### config.mk
export PLATFORM = sky130hd
export DESIGN_NAME = adsr_envelope_generator_flat
export DESIGN_NICKNAME = d
export VERILOG_FILES = /design/src/design/adsr_pkg.sv /design/src/design/adsr_if.sv /design/src/design/adsr_cfg.sv /design/src/design/adsr_core.sv /design/src/design/adsr_envelope_generator.sv /design/src/flat_wrapper.sv
export SDC_FILE = /design/constraint.sdc
export NUM_CORES = 1
export LEC_CHECK = 0
export BUFFER_PORTS_ARGS = -buffer_cell sky130_fd_sc_hd__buf_2
export CORE_MARGIN = 5
export CORE_UTILIZATION = 30
export CTS_BUF_LIST = sky130_fd_sc_hd__clkbuf_8 sky130_fd_sc_hd__clkbuf_16
export DETAILED_ROUTE_END_ITERATION = 10
export PLACE_DENSITY_LB_ADDON = 0.1
export SYNTH_ARGS = -nofsm -noshare
export SYNTH_HDL_FRONTEND = slang
export SYNTH_SLANG_ARGS = --single-unit
export TNS_END_PERCENT = 1
### constraint.sdc
create_clock -name clk_i -period 8.3 [get_ports clk_i]
set_input_delay 0.83 -clock clk_i [delete_from_list [all_inputs] [get_ports clk_i]]
set_output_delay 0.83 -clock clk_i [all_outputs]
set_load 0.1 [all_outputs]
### src/design/adsr_pkg.sv
// ----------------------------------------------------------------------------
// adsr_pkg: shared types and constants of the ADSR envelope generator
// Level format, phase and action codes, register indexes, item structs.
// ----------------------------------------------------------------------------
package adsr_pkg;

  // Fixed point: 1.0 = 2^FRAC_BITS
  localparam int unsigned FRAC_BITS = 23;

  localparam int unsigned REG_W   = 24;   // configuration register width
  localparam int unsigned OUT_W   = 24;   // level field width
  localparam int unsigned IDX_W   = 8;    // configuration index width
  localparam int unsigned PH_W    = 3;
  localparam int unsigned ACT_W   = 2;

  // Internal level must hold full scale and any sustain level up to 2^REG_W-1
  localparam int unsigned LVL_W = (FRAC_BITS + 1 > REG_W) ? FRAC_BITS + 1 : REG_W;

  localparam logic [LVL_W:0] FULL_SCALE =
    {{(LVL_W - FRAC_BITS){1'b0}}, 1'b1, {FRAC_BITS{1'b0}}};

  // Configuration register indexes
  localparam logic [IDX_W-1:0] REG_ATK_RATE      = IDX_W'(0);
  localparam logic [IDX_W-1:0] REG_DCY_RATE      = IDX_W'(1);
  localparam logic [IDX_W-1:0] REG_SUSTAIN_LEVEL = IDX_W'(2);
  localparam logic [IDX_W-1:0] REG_REL_RATE      = IDX_W'(3);

  // Reset values
  localparam logic [REG_W-1:0] RST_ATK_RATE      = REG_W'(1);
  localparam logic [REG_W-1:0] RST_DCY_RATE      = REG_W'(1);
  localparam logic [REG_W-1:0] RST_SUSTAIN_LEVEL = REG_W'(4194304);
  localparam logic [REG_W-1:0] RST_REL_RATE      = REG_W'(1);

  typedef enum logic [PH_W-1:0] {
    PH_ATTACK  = 3'd0,
    PH_DECAY   = 3'd1,
    PH_SUSTAIN = 3'd2,
    PH_RELEASE = 3'd3,
    PH_ENDED   = 3'd4
  } phase_e;

  typedef enum logic [ACT_W-1:0] {
    ACT_TICK     = 2'd0,
    ACT_NOTE_ON  = 2'd1,
    ACT_NOTE_OFF = 2'd2
  } action_e;

  typedef struct packed {
    logic [REG_W-1:0] atk_rate;
    logic [REG_W-1:0] dcy_rate;
    logic [REG_W-1:0] sustain_level;
    logic [REG_W-1:0] rel_rate;
  } cfg_t;

  typedef struct packed {
    logic [ACT_W-1:0] action;
    logic             zero_level_on_start;
    logic             hold_sustain;
  } item_t;

endpackage

### src/design/adsr_if.sv
// ----------------------------------------------------------------------------
// adsr_if: valid/ready channels of the ADSR envelope generator
// Input item channel, result channel and configuration write channel.
// ----------------------------------------------------------------------------
interface adsr_item_if import adsr_pkg::*; ();
  logic             valid;
  logic             ready;
  logic [ACT_W-1:0] action;
  logic             zero_level_on_start;
  logic             hold_sustain;

  modport source (output valid, action, zero_level_on_start, hold_sustain, input ready);
  modport sink   (input valid, action, zero_level_on_start, hold_sustain, output ready);
endinterface

interface adsr_result_if import adsr_pkg::*; ();
  logic             valid;
  logic             ready;
  logic [OUT_W-1:0] level;
  logic [PH_W-1:0]  phase;

  modport source (output valid, level, phase, input ready);
  modport sink   (input valid, level, phase, output ready);
endinterface

interface adsr_cfg_if import adsr_pkg::*; ();
  logic             valid;
  logic             ready;
  logic [IDX_W-1:0] index;
  logic [REG_W-1:0] data;

  modport source (output valid, index, data, input ready);
  modport sink   (input valid, index, data, output ready);
endinterface

### src/design/adsr_cfg.sv
// ----------------------------------------------------------------------------
// adsr_cfg: configuration register file
// Four step and level registers, written one beat at a time by index.
// ----------------------------------------------------------------------------
module adsr_cfg import adsr_pkg::*; (
  input  logic            clk_i,
  input  logic            rst_ni,
  adsr_cfg_if.sink        cfg_i,
  output cfg_t            cfg_o
);

  cfg_t regs_q, regs_d;
  logic wr_en;

  assign cfg_i.ready = 1'b1;
  assign wr_en       = cfg_i.valid && cfg_i.ready;

  always_comb begin
    regs_d = regs_q;
    if (wr_en) begin
      case (cfg_i.index)
        REG_ATK_RATE:      regs_d.atk_rate      = cfg_i.data;
        REG_DCY_RATE:      regs_d.dcy_rate      = cfg_i.data;
        REG_SUSTAIN_LEVEL: regs_d.sustain_level = cfg_i.data;
        REG_REL_RATE:      regs_d.rel_rate      = cfg_i.data;
        default:           regs_d = regs_q;  // drop writes to unknown indexes
      endcase
    end
  end

  always_ff @(posedge clk_i or negedge rst_ni) begin
    if (!rst_ni) begin
      regs_q.atk_rate      <= RST_ATK_RATE;
      regs_q.dcy_rate      <= RST_DCY_RATE;
      regs_q.sustain_level <= RST_SUSTAIN_LEVEL;
      regs_q.rel_rate      <= RST_REL_RATE;
    end else begin
      regs_q <= regs_d;
    end
  end

  assign cfg_o = regs_q;

endmodule

### src/design/adsr_core.sv
// ----------------------------------------------------------------------------
// adsr_core: envelope phase state machine and level datapath
// Holds phase and level; applies one item per step with saturating clamps.
// ----------------------------------------------------------------------------
module adsr_core import adsr_pkg::*; (
  input  logic             clk_i,
  input  logic             rst_ni,
  input  logic             step_i,
  input  item_t            item_i,
  input  cfg_t             cfg_i,
  output logic [OUT_W-1:0] level_o,
  output phase_e           phase_o
);

  phase_e           phase_q, phase_d;
  logic [LVL_W-1:0] lvl_q, lvl_d;

  logic [LVL_W:0]   att_sum;
  logic [LVL_W:0]   dec_thr;
  logic             att_done, dec_done, rel_done;

  // Clamp conditions, evaluated one bit wider so nothing wraps
  assign att_sum  = {1'b0, lvl_q} + (LVL_W+1)'(cfg_i.atk_rate);
  assign dec_thr  = (LVL_W+1)'(cfg_i.sustain_level) + (LVL_W+1)'(cfg_i.dcy_rate);
  assign att_done = att_sum >= FULL_SCALE;
  assign dec_done = {1'b0, lvl_q} <= dec_thr;
  assign rel_done = lvl_q <= LVL_W'(cfg_i.rel_rate);

  // Next phase
  always_comb begin
    phase_d = phase_q;
    case (item_i.action)
      ACT_NOTE_ON:  phase_d = PH_ATTACK;
      ACT_NOTE_OFF: phase_d = PH_RELEASE;
      ACT_TICK: begin
        case (phase_q)
          PH_ATTACK:  if (att_done) phase_d = PH_DECAY;
          PH_DECAY:   if (dec_done) phase_d = item_i.hold_sustain ? PH_SUSTAIN : PH_RELEASE;
          PH_RELEASE: if (rel_done) phase_d = PH_ENDED;
          default:    phase_d = phase_q;
        endcase
      end
      default: phase_d = phase_q;
    endcase
  end

  // Level datapath
  always_comb begin
    lvl_d = lvl_q;
    case (item_i.action)
      ACT_NOTE_ON: begin
        if (item_i.zero_level_on_start) lvl_d = '0;
      end
      ACT_TICK: begin
        case (phase_q)
          PH_ATTACK:  lvl_d = att_done ? FULL_SCALE[LVL_W-1:0] : att_sum[LVL_W-1:0];
          PH_DECAY:   lvl_d = dec_done ? LVL_W'(cfg_i.sustain_level)
                                       : lvl_q - LVL_W'(cfg_i.dcy_rate);
          PH_RELEASE: lvl_d = rel_done ? '0 : lvl_q - LVL_W'(cfg_i.rel_rate);
          default:    lvl_d = lvl_q;
        endcase
      end
      default: lvl_d = lvl_q;
    endcase
  end

  always_ff @(posedge clk_i or negedge rst_ni) begin
    if (!rst_ni) begin
      phase_q <= PH_ENDED;
      lvl_q   <= '0;
    end else if (step_i) begin
      phase_q <= phase_d;
      lvl_q   <= lvl_d;
    end
  end

  // Result of this step
  assign level_o = lvl_d[OUT_W-1:0];
  assign phase_o = phase_d;

  // Release only ends by clamping at zero, and note-on leaves zero alone
  a_ended_at_zero: assert property (@(posedge clk_i) disable iff (!rst_ni)
    phase_q == PH_ENDED |-> lvl_q == '0)
    else $error("ended phase with nonzero level");

  a_sustain_holds: assert property (@(posedge clk_i) disable iff (!rst_ni)
    step_i && item_i.action == ACT_TICK && phase_q == PH_SUSTAIN
    |=> lvl_q == $past(lvl_q) && phase_q == PH_SUSTAIN)
    else $error("sustain tick changed the envelope");

  a_note_off_release: assert property (@(posedge clk_i) disable iff (!rst_ni)
    step_i && item_i.action == ACT_NOTE_OFF |=> phase_q == PH_RELEASE)
    else $error("note-off did not enter release");

  a_idle_holds: assert property (@(posedge clk_i) disable iff (!rst_ni)
    !step_i |=> $stable(lvl_q) && $stable(phase_q))
    else $error("envelope state moved without a step");

endmodule

### src/design/adsr_envelope_generator.sv
// ----------------------------------------------------------------------------
// adsr_envelope_generator: linear ADSR envelope generator, top level
// Path: a tick accepted into item register s1 is loaded into the result
// register when s1 advances, once a result slot is free; with no such stall
// throughput is one item per cycle; the level feedback is one add and compare.
// Note-on and note-off beats update the state and produce no result beat.
// Reset: registers take their default values, phase ended, level zero, ready
// right after reset with no clearing pass.
// ----------------------------------------------------------------------------
module adsr_envelope_generator import adsr_pkg::*; (
  input  logic        clk_i,
  input  logic        rst_ni,
  adsr_cfg_if.sink    cfg_i,
  adsr_item_if.sink   item_i,
  adsr_result_if.source result_o
);

  cfg_t             cfg;
  item_t            s1_q;
  logic             s1_valid_q;
  logic             s1_tick, s1_adv, out_free, in_acc;
  logic             res_valid_q;
  logic [OUT_W-1:0] res_level_q;
  logic [PH_W-1:0]  res_phase_q;
  logic [OUT_W-1:0] core_level;
  phase_e           core_phase;

  adsr_cfg u_cfg (
    .clk_i  (clk_i),
    .rst_ni (rst_ni),
    .cfg_i  (cfg_i),
    .cfg_o  (cfg)
  );

  // A tick needs a free result slot; note beats advance unconditionally
  assign s1_tick  = s1_q.action == ACT_TICK;
  assign out_free = !res_valid_q || result_o.ready;
  assign s1_adv   = s1_valid_q && (!s1_tick || out_free);

  assign item_i.ready = !s1_valid_q || s1_adv;
  assign in_acc       = item_i.valid && item_i.ready;

  always_ff @(posedge clk_i or negedge rst_ni) begin
    if (!rst_ni) begin
      s1_valid_q <= 1'b0;
    end else if (in_acc) begin
      s1_valid_q <= 1'b1;
    end else if (s1_adv) begin
      s1_valid_q <= 1'b0;
    end
  end

  always_ff @(posedge clk_i) begin
    if (in_acc) begin
      s1_q.action              <= item_i.action;
      s1_q.zero_level_on_start <= item_i.zero_level_on_start;
      s1_q.hold_sustain        <= item_i.hold_sustain;
    end
  end

  adsr_core u_core (
    .clk_i   (clk_i),
    .rst_ni  (rst_ni),
    .step_i  (s1_adv),
    .item_i  (s1_q),
    .cfg_i   (cfg),
    .level_o (core_level),
    .phase_o (core_phase)
  );

  always_ff @(posedge clk_i or negedge rst_ni) begin
    if (!rst_ni) begin
      res_valid_q <= 1'b0;
    end else if (s1_adv && s1_tick) begin
      res_valid_q <= 1'b1;
    end else if (result_o.ready) begin
      res_valid_q <= 1'b0;
    end
  end

  always_ff @(posedge clk_i) begin
    if (s1_adv && s1_tick) begin
      res_level_q <= core_level;
      res_phase_q <= core_phase;
    end
  end

  assign result_o.valid = res_valid_q;
  assign result_o.level = res_level_q;
  assign result_o.phase = res_phase_q;

endmodule
### src/flat_wrapper.sv
// flat-port wrapper written by rule: the top's interface ports become plain ports
module adsr_envelope_generator_flat import adsr_pkg::*;
  (clk_i, rst_ni, cfg_i_valid, cfg_i_index, cfg_i_data, cfg_i_ready, item_i_valid, item_i_action, item_i_zero_level_on_start, item_i_hold_sustain, item_i_ready, result_o_valid, result_o_level, result_o_phase, result_o_ready);
  adsr_cfg_if cfg_i_i ();
  adsr_item_if item_i_i ();
  adsr_result_if result_o_i ();
  input  logic clk_i;
  input  logic rst_ni;
  input wire logic [$bits(cfg_i_i.valid)-1:0] cfg_i_valid;
  input wire logic [$bits(cfg_i_i.index)-1:0] cfg_i_index;
  input wire logic [$bits(cfg_i_i.data)-1:0] cfg_i_data;
  output wire logic [$bits(cfg_i_i.ready)-1:0] cfg_i_ready;
  input wire logic [$bits(item_i_i.valid)-1:0] item_i_valid;
  input wire logic [$bits(item_i_i.action)-1:0] item_i_action;
  input wire logic [$bits(item_i_i.zero_level_on_start)-1:0] item_i_zero_level_on_start;
  input wire logic [$bits(item_i_i.hold_sustain)-1:0] item_i_hold_sustain;
  output wire logic [$bits(item_i_i.ready)-1:0] item_i_ready;
  output wire logic [$bits(result_o_i.valid)-1:0] result_o_valid;
  output wire logic [$bits(result_o_i.level)-1:0] result_o_level;
  output wire logic [$bits(result_o_i.phase)-1:0] result_o_phase;
  input wire logic [$bits(result_o_i.ready)-1:0] result_o_ready;
  assign cfg_i_i.valid = cfg_i_valid;
  assign cfg_i_i.index = cfg_i_index;
  assign cfg_i_i.data = cfg_i_data;
  assign cfg_i_ready = cfg_i_i.ready;
  assign item_i_i.valid = item_i_valid;
  assign item_i_i.action = item_i_action;
  assign item_i_i.zero_level_on_start = item_i_zero_level_on_start;
  assign item_i_i.hold_sustain = item_i_hold_sustain;
  assign item_i_ready = item_i_i.ready;
  assign result_o_valid = result_o_i.valid;
  assign result_o_level = result_o_i.level;
  assign result_o_phase = result_o_i.phase;
  assign result_o_i.ready = result_o_ready;
  adsr_envelope_generator u_core (.clk_i(clk_i), .rst_ni(rst_ni), .cfg_i(cfg_i_i), .item_i(item_i_i), .result_o(result_o_i));
endmodule
After elaboration in Yosys (flattened, before gate mapping)
Cells that the tools add are included.
{"block": "word_totals", "regBits": 156, "inputBits": 41}
{"block": "op_classes", "n_eq_ne": 7, "mux": 16, "order_cmp": 3, "n_addsub": 4, "reduce_logical": 18}
{"operator": "two-way mux 24 bit", "n": 4}
{"operator": "one-hot mux 24 bit (3 select lines)", "n": 1}
{"operator": "adder 24 x 24 -> 25 bit", "n": 2}
{"operator": "one-hot mux 24 bit (2 select lines)", "n": 1}
{"operator": "subtractor 24 bit", "n": 2}
{"operator": ">= comparator 25 x 24 -> 1 bit (second input constant)", "n": 1}
{"operator": "<= comparator 24 x 25 -> 1 bit", "n": 1}
{"operator": "<= comparator 24 bit", "n": 1}
{"operator": "one-hot mux 3 bit (3 select lines)", "n": 2}
{"operator": "== test 8 x 2 -> 1 bit (second input constant)", "n": 2}
{"operator": "two-way mux 3 bit", "n": 3}
{"operator": "== test 8 x 1 -> 1 bit (second input constant)", "n": 1}
{"operator": "zero test 8 bit", "n": 1}
{"operator": "AND reduction 2 bit", "n": 4}
{"operator": "two-way mux 1 bit", "n": 5}
{"operator": "nonzero test 2 bit", "n": 2}
{"operator": "== test 3 x 1 -> 1 bit (second input constant)", "n": 1}
{"operator": "== test 3 x 2 -> 1 bit (second input constant)", "n": 1}
{"operator": "logical AND 1 bit", "n": 3}
{"operator": "zero test 1 bit", "n": 3}
{"operator": "zero test 3 bit", "n": 1}
{"operator": "logical OR 1 bit", "n": 3}
{"operator": "== test 2 x 1 -> 1 bit (second input constant)", "n": 1}
{"operator": "== test 2 bit (second input constant)", "n": 1}
{"operator": "zero test 2 bit", "n": 1}

Logic depth before layout (Yosys ltp)
{"block": "logic_depth", "depth_word": 7, "ltp_mapped": 23, "ltp_nobuf": 22}

Hierarchy
From an unflattened synthesis, not the netlist that was laid out.
{"block": "hier_totals", "hier_cells": 1325, "hier_area_um2": 12574.6}
{"module": "adsr_core", "seq_area_each_um2": 676.9, "area_each_um2": 7866.3, "cells_per_inst": 1075, "instances": 1}
{"module": "adsr_cfg", "seq_area_each_um2": 2407.3, "area_each_um2": 3666.0, "cells_per_inst": 209, "instances": 1}
{"module": "adsr_envelope_generator", "seq_area_each_um2": 980.9, "area_each_um2": 1042.2, "cells_per_inst": 41, "instances": 1}

Worst setup path before layout
OpenSTA, ideal clock, no wires.
{"block": "synth_path", "path_type": "register to register", "startpoint": "register u_core.u_cfg.regs_q (netlist bit u_core.u_cfg.cfg_o[29])", "endpoint": "register u_core.res_level_q[18], in the netlist u_core.result_o.level[18], data pin", "arrival_time_ps": 4521, "setup_ps": 257, "path_buffers": 1, "stages_incl_launch_ff": 22, "setup_slack_ps": 3523, "cell_sequence": "dfrtp_1 ha_1 a2111oi_2 a211oi_1 a311oi_2 o21bai_1 a2111o_1 a211oi_2 o21ai_1 a21oi_1 xor2_1 ha_1 o21ai_0 o21bai_1 a21oi_1 nand4b_1 or3_4 buf_6 and3_1 a21oi_1 o2111ai_1 a32o_1"}
{"block": "synth_via", "elab_chain_cells": 5}
{"element": "start, declared", "line_no": "adsr_cfg.sv:12", "rtl": "cfg_t regs_q, regs_d;"}
{"element": "start signal, assigned", "line_no": "adsr_cfg.sv:38", "rtl": "regs_q <= regs_d;"}
{"element": "adder 24 x 24 -> 25 bit", "line_no": "adsr_core.sv:24", "rtl": "assign dec_thr = (LVL_W+1)'(cfg_i.sustain_level) + (LVL_W+1)'(cfg_i.dcy_rate);"}
{"element": "<= comparator 24 x 25 -> 1 bit", "line_no": "adsr_core.sv:26", "rtl": "assign dec_done = {1'b0, lvl_q} <= dec_thr;"}
{"element": "two-way mux 24 bit", "line_no": "adsr_core.sv:57", "rtl": "PH_DECAY: lvl_d = dec_done ? LVL_W'(cfg_i.sustain_level)"}
{"element": "one-hot mux 24 bit (3 select lines)", "line_no": "adsr_core.sv:55", "rtl": "case (phase_q)"}
{"element": "one-hot mux 24 bit (2 select lines)", "line_no": "adsr_core.sv:50", "rtl": "case (item_i.action)"}
{"element": "via u_core.core_level[18]", "line_no": "adsr_envelope_generator.sv:25", "rtl": "logic [OUT_W-1:0] core_level;"}
{"element": "end signal, assigned", "line_no": "adsr_envelope_generator.sv:83", "rtl": "res_level_q <= core_level;"}
{"element": "end, declared", "line_no": "adsr_envelope_generator.sv:23", "rtl": "logic [OUT_W-1:0] res_level_q;"}
The timed path passes the listed nets, and every way through them passes these cells.
A chain may end at the register's enable or synchronous reset.

Worst setup path in the final report
{"block": "layout_path", "startpoint": "register u_core.u_cfg.regs_q (netlist bit u_core.u_cfg.cfg_o[30])", "endpoint": "register u_core.res_level_q[16], in the netlist u_core.result_o.level[16], data pin"}
The elaborated chain is that of the path after synthesis.

==> results.json <==
{
  "internal-power_mw": 2.81,
  "synthesis.area_per_instance_um2": 9.48,
  "finalSetupViolations": 0,
  "critPathMaxFanout": 11,
  "power_frac_comb": 0.675,
  "grt-ovfl-total": 0,
  "post_cts_setup_buffer_count": 0,
  "last_weighted_congestion_value_of_the_routability_driven_placer": 0.884,
  "postSynthCellCount": 1318,
  "count_of_flip_flops_with_a_built_in_enable_after_synthesis": 31,
  "grt_use_met1": 0.292,
  "finalCritPeriodShare": 0.671,
  "vdd.ir_drop.worst_v": 0.000258,
  "ys_types": 94,
  "worst-endpoint-arrival_ns": 5.89,
  "clock_skew_ns": 0.0187,
  "number_of_antenna_violations_at_the_first_check_in_global_routing": 0,
  "max_cap_violations": 0,
  "critical_path_depth": 20,
  "cp_common_cell": "sky130_fd_sc_hd__a21oi_1",
  "dpl_cell_area_mm2": 0.0135,
  "dominantRegCellSynth": "sky130_fd_sc_hd__dfrtp_1",
  "max_slew_margin": 0.300,
  "crit_path_cell_trace": "ha_1 -> o21ai_1 -> a21oi_1 -> a311oi_2 -> o21bai_1 -> a21oi_1 -> o21ai_0 -> a21o_1 -> a21oi_1 -> xor2_1 -> ha_1 -> nand4_1 -> nor2_1 -> o211ai_1 -> and3_1 -> or3_4 -> nor2_2 -> a221o_1 -> o21ai_1 -> a22oi_1",
  "num_vias": 10900,
  "finalHoldViolCount": 0,
  "die_height_um": 214,
  "rows": 74,
  "ioPinCount": 71,
  "worst_path_class_setup": "flop to flop",
  "worst_setup_path_end_kind": "flop",
  "totalNegativeSetupSlack_ns": 0,
  "outcome": "finished, final reports clean",
  "dpl.hpwl_mm": 35.6,
  "start_util": 0.304,
  "postRouteWirelength_mm": 47.2,
  "clock_latency_on_the_worst_skew_pair_ns": 0.49,
  "design.core.area_mm2": 0.0410,
  "grt_pass1_vias": 10800,
  "mapped_cell_area_mm2": 0.0125,
  "final_design_area_no_fill_mm2": 0.0140,
  "antenna_cells_inserted": 0,
  "sw_frac_of_total": 0.518,
  "grt_setup_unrepaired": "no",
  "post_drt_wl_per_cell_um": 24.5,
  "placement.io_buffers": 69,
  "static-leakage-power_nw": 6.25,
  "synth_nets": 1482,
  "worst_path_largest_cell_delay_ns": 0.47,
  "seq_area_frac_synth": 0.325,
  "nNetsFinal": 1544,
  "worstMarginPinSlew_ns": 1.05,
  "achievable_frequency_mhz": 180,
  "cts.sink_count": 156,
  "power_switching_mw": 3.02,
  "drtAntennaViolNets": 0,
  "drive_above_1_share": 0.184,
  "drt_first_pass_iters": 5,
  "hp-class": "input port to async pin",
  "drc": 0,
  "synth_async_sr_flop_share": 0.801,
  "dieArea_mm2": 0.0458,
  "grt_util_all_layers": 0.204,
  "reg2regPathDepth": 20,
  "sequentialPowerShare": 0.187,
  "tritoncts_clock_tree": "built",
  "die_x_um": 214,
  "pin_count_of_the_biggest_net_entering_global_routing": 70,
  "cpLargestDelayFamily": "compound AO/OA/AOI/OAI gates",
  "top_usage_layer": "met2",
  "grtUsageMet3": 0.0343,
  "cts_hold_repair.buffers": 0,
  "gr-usage-met2": 0.322,
  "power.clock.fraction": 0.138,
  "dr.first_iter.drc_count": 781,
  "cts_max_path_buffers": 2,
  "crit_path_slowest_cell": "sky130_fd_sc_hd__or3_4",
  "ys_ff_latch": 156,
  "worstPathRequired_ns": 8.62,
  "drt-vias-per-instance": 5.64,
  "critical_path_buf_inv_count": 0,
  "report.final.slew_viol_count": 0,
  "grt_pass1_wl_mm": 70.8,
  "area_delta_synth_final_pct": 12.3,
  "powerDensity_mw_per_mm2": 416,
  "final_period_minus_worst_setup_slack_ns": 5.57,
  "synthesis.yosys.warnings": 0,
  "cts_inserted_buffers": 17,
  "cts.repair.resized": 0,
  "clock-root-buffer": "sky130_fd_sc_hd__clkbuf_16",
  "htreeDepth": 4,
  "crit_path_start_kind": "flop",
  "clkSlewWorstSetupHoldPaths_ns": 0.08
}
==> metrics by stage <==
stage | cells | setup slack (ns) | util | power [mW] | hold WS, ns
global route | 1925 | 2.41 | 0.342 | 6.21 | 0.320
CTS | 1925 | 2.78 | 0.342 | 5.82 | 0.275
detailed placement | 1893 | 2.81 | 0.328 | 4.97 | 0.495
finish | 1925 | 2.73 | 0.342 | 5.83 | 0.292
global placement | 1893 | 2.83 | 0.328 | 5.00 | 0.490
floorplan | 1318 | 3.52 | - | 3.80 | 0.479
==> cell usage in the layout (no fill, tap or decap), types with 10 or more instances in the layout <==
| cell | count |
|---|---|
| sky130_fd_sc_hd__mux2i_1 | 10 |
| sky130_fd_sc_hd__o21ai_1 | 12 |
| sky130_fd_sc_hd__xor2_1 | 28 |
| sky130_fd_sc_hd__buf_2 | 68 |
| sky130_fd_sc_hd__o21a_1 | 17 |
| sky130_fd_sc_hd__and3_1 | 13 |
| sky130_fd_sc_hd__a31oi_1 | 15 |
| sky130_fd_sc_hd__a22o_1 | 20 |
| sky130_fd_sc_hd__clkbuf_16 | 17 |
| sky130_fd_sc_hd__nor2_1 | 62 |
| sky130_fd_sc_hd__inv_1 | 80 |
| sky130_fd_sc_hd__a21oi_1 | 104 |
| sky130_fd_sc_hd__mux2_2 | 100 |
| sky130_fd_sc_hd__a211oi_1 | 15 |
| sky130_fd_sc_hd__nand3_1 | 35 |
| sky130_fd_sc_hd__nor2b_1 | 12 |
| sky130_fd_sc_hd__nand2_1 | 94 |
| sky130_fd_sc_hd__o2111ai_1 | 10 |
| sky130_fd_sc_hd__edfxtp_1 | 31 |
| sky130_fd_sc_hd__ha_1 | 119 |
| sky130_fd_sc_hd__o21ai_0 | 66 |
| sky130_fd_sc_hd__a22oi_1 | 11 |
| sky130_fd_sc_hd__a21o_1 | 30 |
| sky130_fd_sc_hd__dfrtp_1 | 120 |
| sky130_fd_sc_hd__nand4_1 | 16 |
| sky130_fd_sc_hd__o211ai_1 | 11 |
| sky130_fd_sc_hd__nand2b_1 | 15 |
| sky130_fd_sc_hd__xnor2_1 | 46 |
| sky130_fd_sc_hd__buf_4 | 13 |
| sky130_fd_sc_hd__nor3_1 | 26 |
==> power by group through the flow <==
stage | clock network, mW | logic [mW] | registers, mW
after global routing | 0.858 | 4.25 | 1.10
after detailed placement | 0 | 3.87 | 1.10
after global placement | 0 | 3.89 | 1.10
after floorplan | 0 | 2.72 | 1.08
after CTS | 0.835 | 3.90 | 1.09
final | 0.805 | 3.94 | 1.09
==> layer usage <==
metal | vias up | wire length [um]
met5 | - | 0
met4 | 0 | 847
met3 | 40 | 2360
met2 | 320 | 21400
met1 | 5411 | 22600
li1 | 5081 | -
==> flip-flops by register name, summed over array words and instances (netlist names) <==
name / cells
u_core.result_o.valid: 1
u_core.result_o.phase: 3
u_core.s1_valid_q: 1
u_core.s1_q: 4
u_core.u_core.phase_q: 3
u_core.result_o.level: 24
u_core.u_cfg.cfg_o: 96
u_core.u_core.lvl_q: 24
==> path summary, 6_finish.rpt <==
check,from,to,slack [ns]
hold / removal,rst_ni,u_core.u_cfg.cfg_o[82],0.29
hold reg to reg,u_core.u_cfg.cfg_o[17],u_core.u_cfg.cfg_o[17],0.51
setup reg to reg,u_core.u_cfg.cfg_o[30],u_core.result_o.level[16],2.73
setup / recovery,u_core.u_cfg.cfg_o[30],u_core.result_o.level[16],2.73
max in group asynchronous,rst_ni,u_core.u_cfg.cfg_o[95],6.54
min in group clk_i,u_core.u_cfg.cfg_o[17],u_core.u_cfg.cfg_o[17],0.51
==> Yosys cell counts, types with 16 or more instances <==
cell                       count  area (um^2)
sky130_fd_sc_hd__dfrtp_1     120         3000
sky130_fd_sc_hd__ha_1        119         1490
sky130_fd_sc_hd__a21oi_1     104          521
sky130_fd_sc_hd__mux2_2      100         1130
sky130_fd_sc_hd__nand2_1      94          353
sky130_fd_sc_hd__inv_1        80          300
sky130_fd_sc_hd__o21ai_0      66          330
sky130_fd_sc_hd__nor2_1       63          236
sky130_fd_sc_hd__xnor2_1      46          403
sky130_fd_sc_hd__nand3_1      35          175
sky130_fd_sc_hd__edfxtp_1     31          931
sky130_fd_sc_hd__a21o_1       30          225
sky130_fd_sc_hd__clkbuf_1     29          109
sky130_fd_sc_hd__nor3_1       28          140
sky130_fd_sc_hd__xor2_1       28          245
sky130_fd_sc_hd__a22o_1       20          175
sky130_fd_sc_hd__o21a_1       17          128
sky130_fd_sc_hd__nand4_1      16          100
==> area by class of cell <==
class	instances	area, um^2
Multi-Input combinational cell	1043	7980
Tap cell	532	666
Inverter	80	300
Sequential cell	156	4070
Clock buffer	17	425
Fill cell	4222	27000
Timing Repair Buffer	82	449
Clock inverter	15	148
==> cells by family (layout without fill, tap and decap cells) <==
family,after synthesis,in the layout,share of synthesized area
mux,111,111,0.0991
buf+inv,119,194,0.0382
simple gates,326,326,0.131
xor+xnor,74,74,0.0519
fa+ha+maj,123,123,0.126
other cells,1,1,0.000300
flops,156,156,0.325
compound gates,408,408,0.229
No activity file was read; power rests on OpenSTA's default activity.
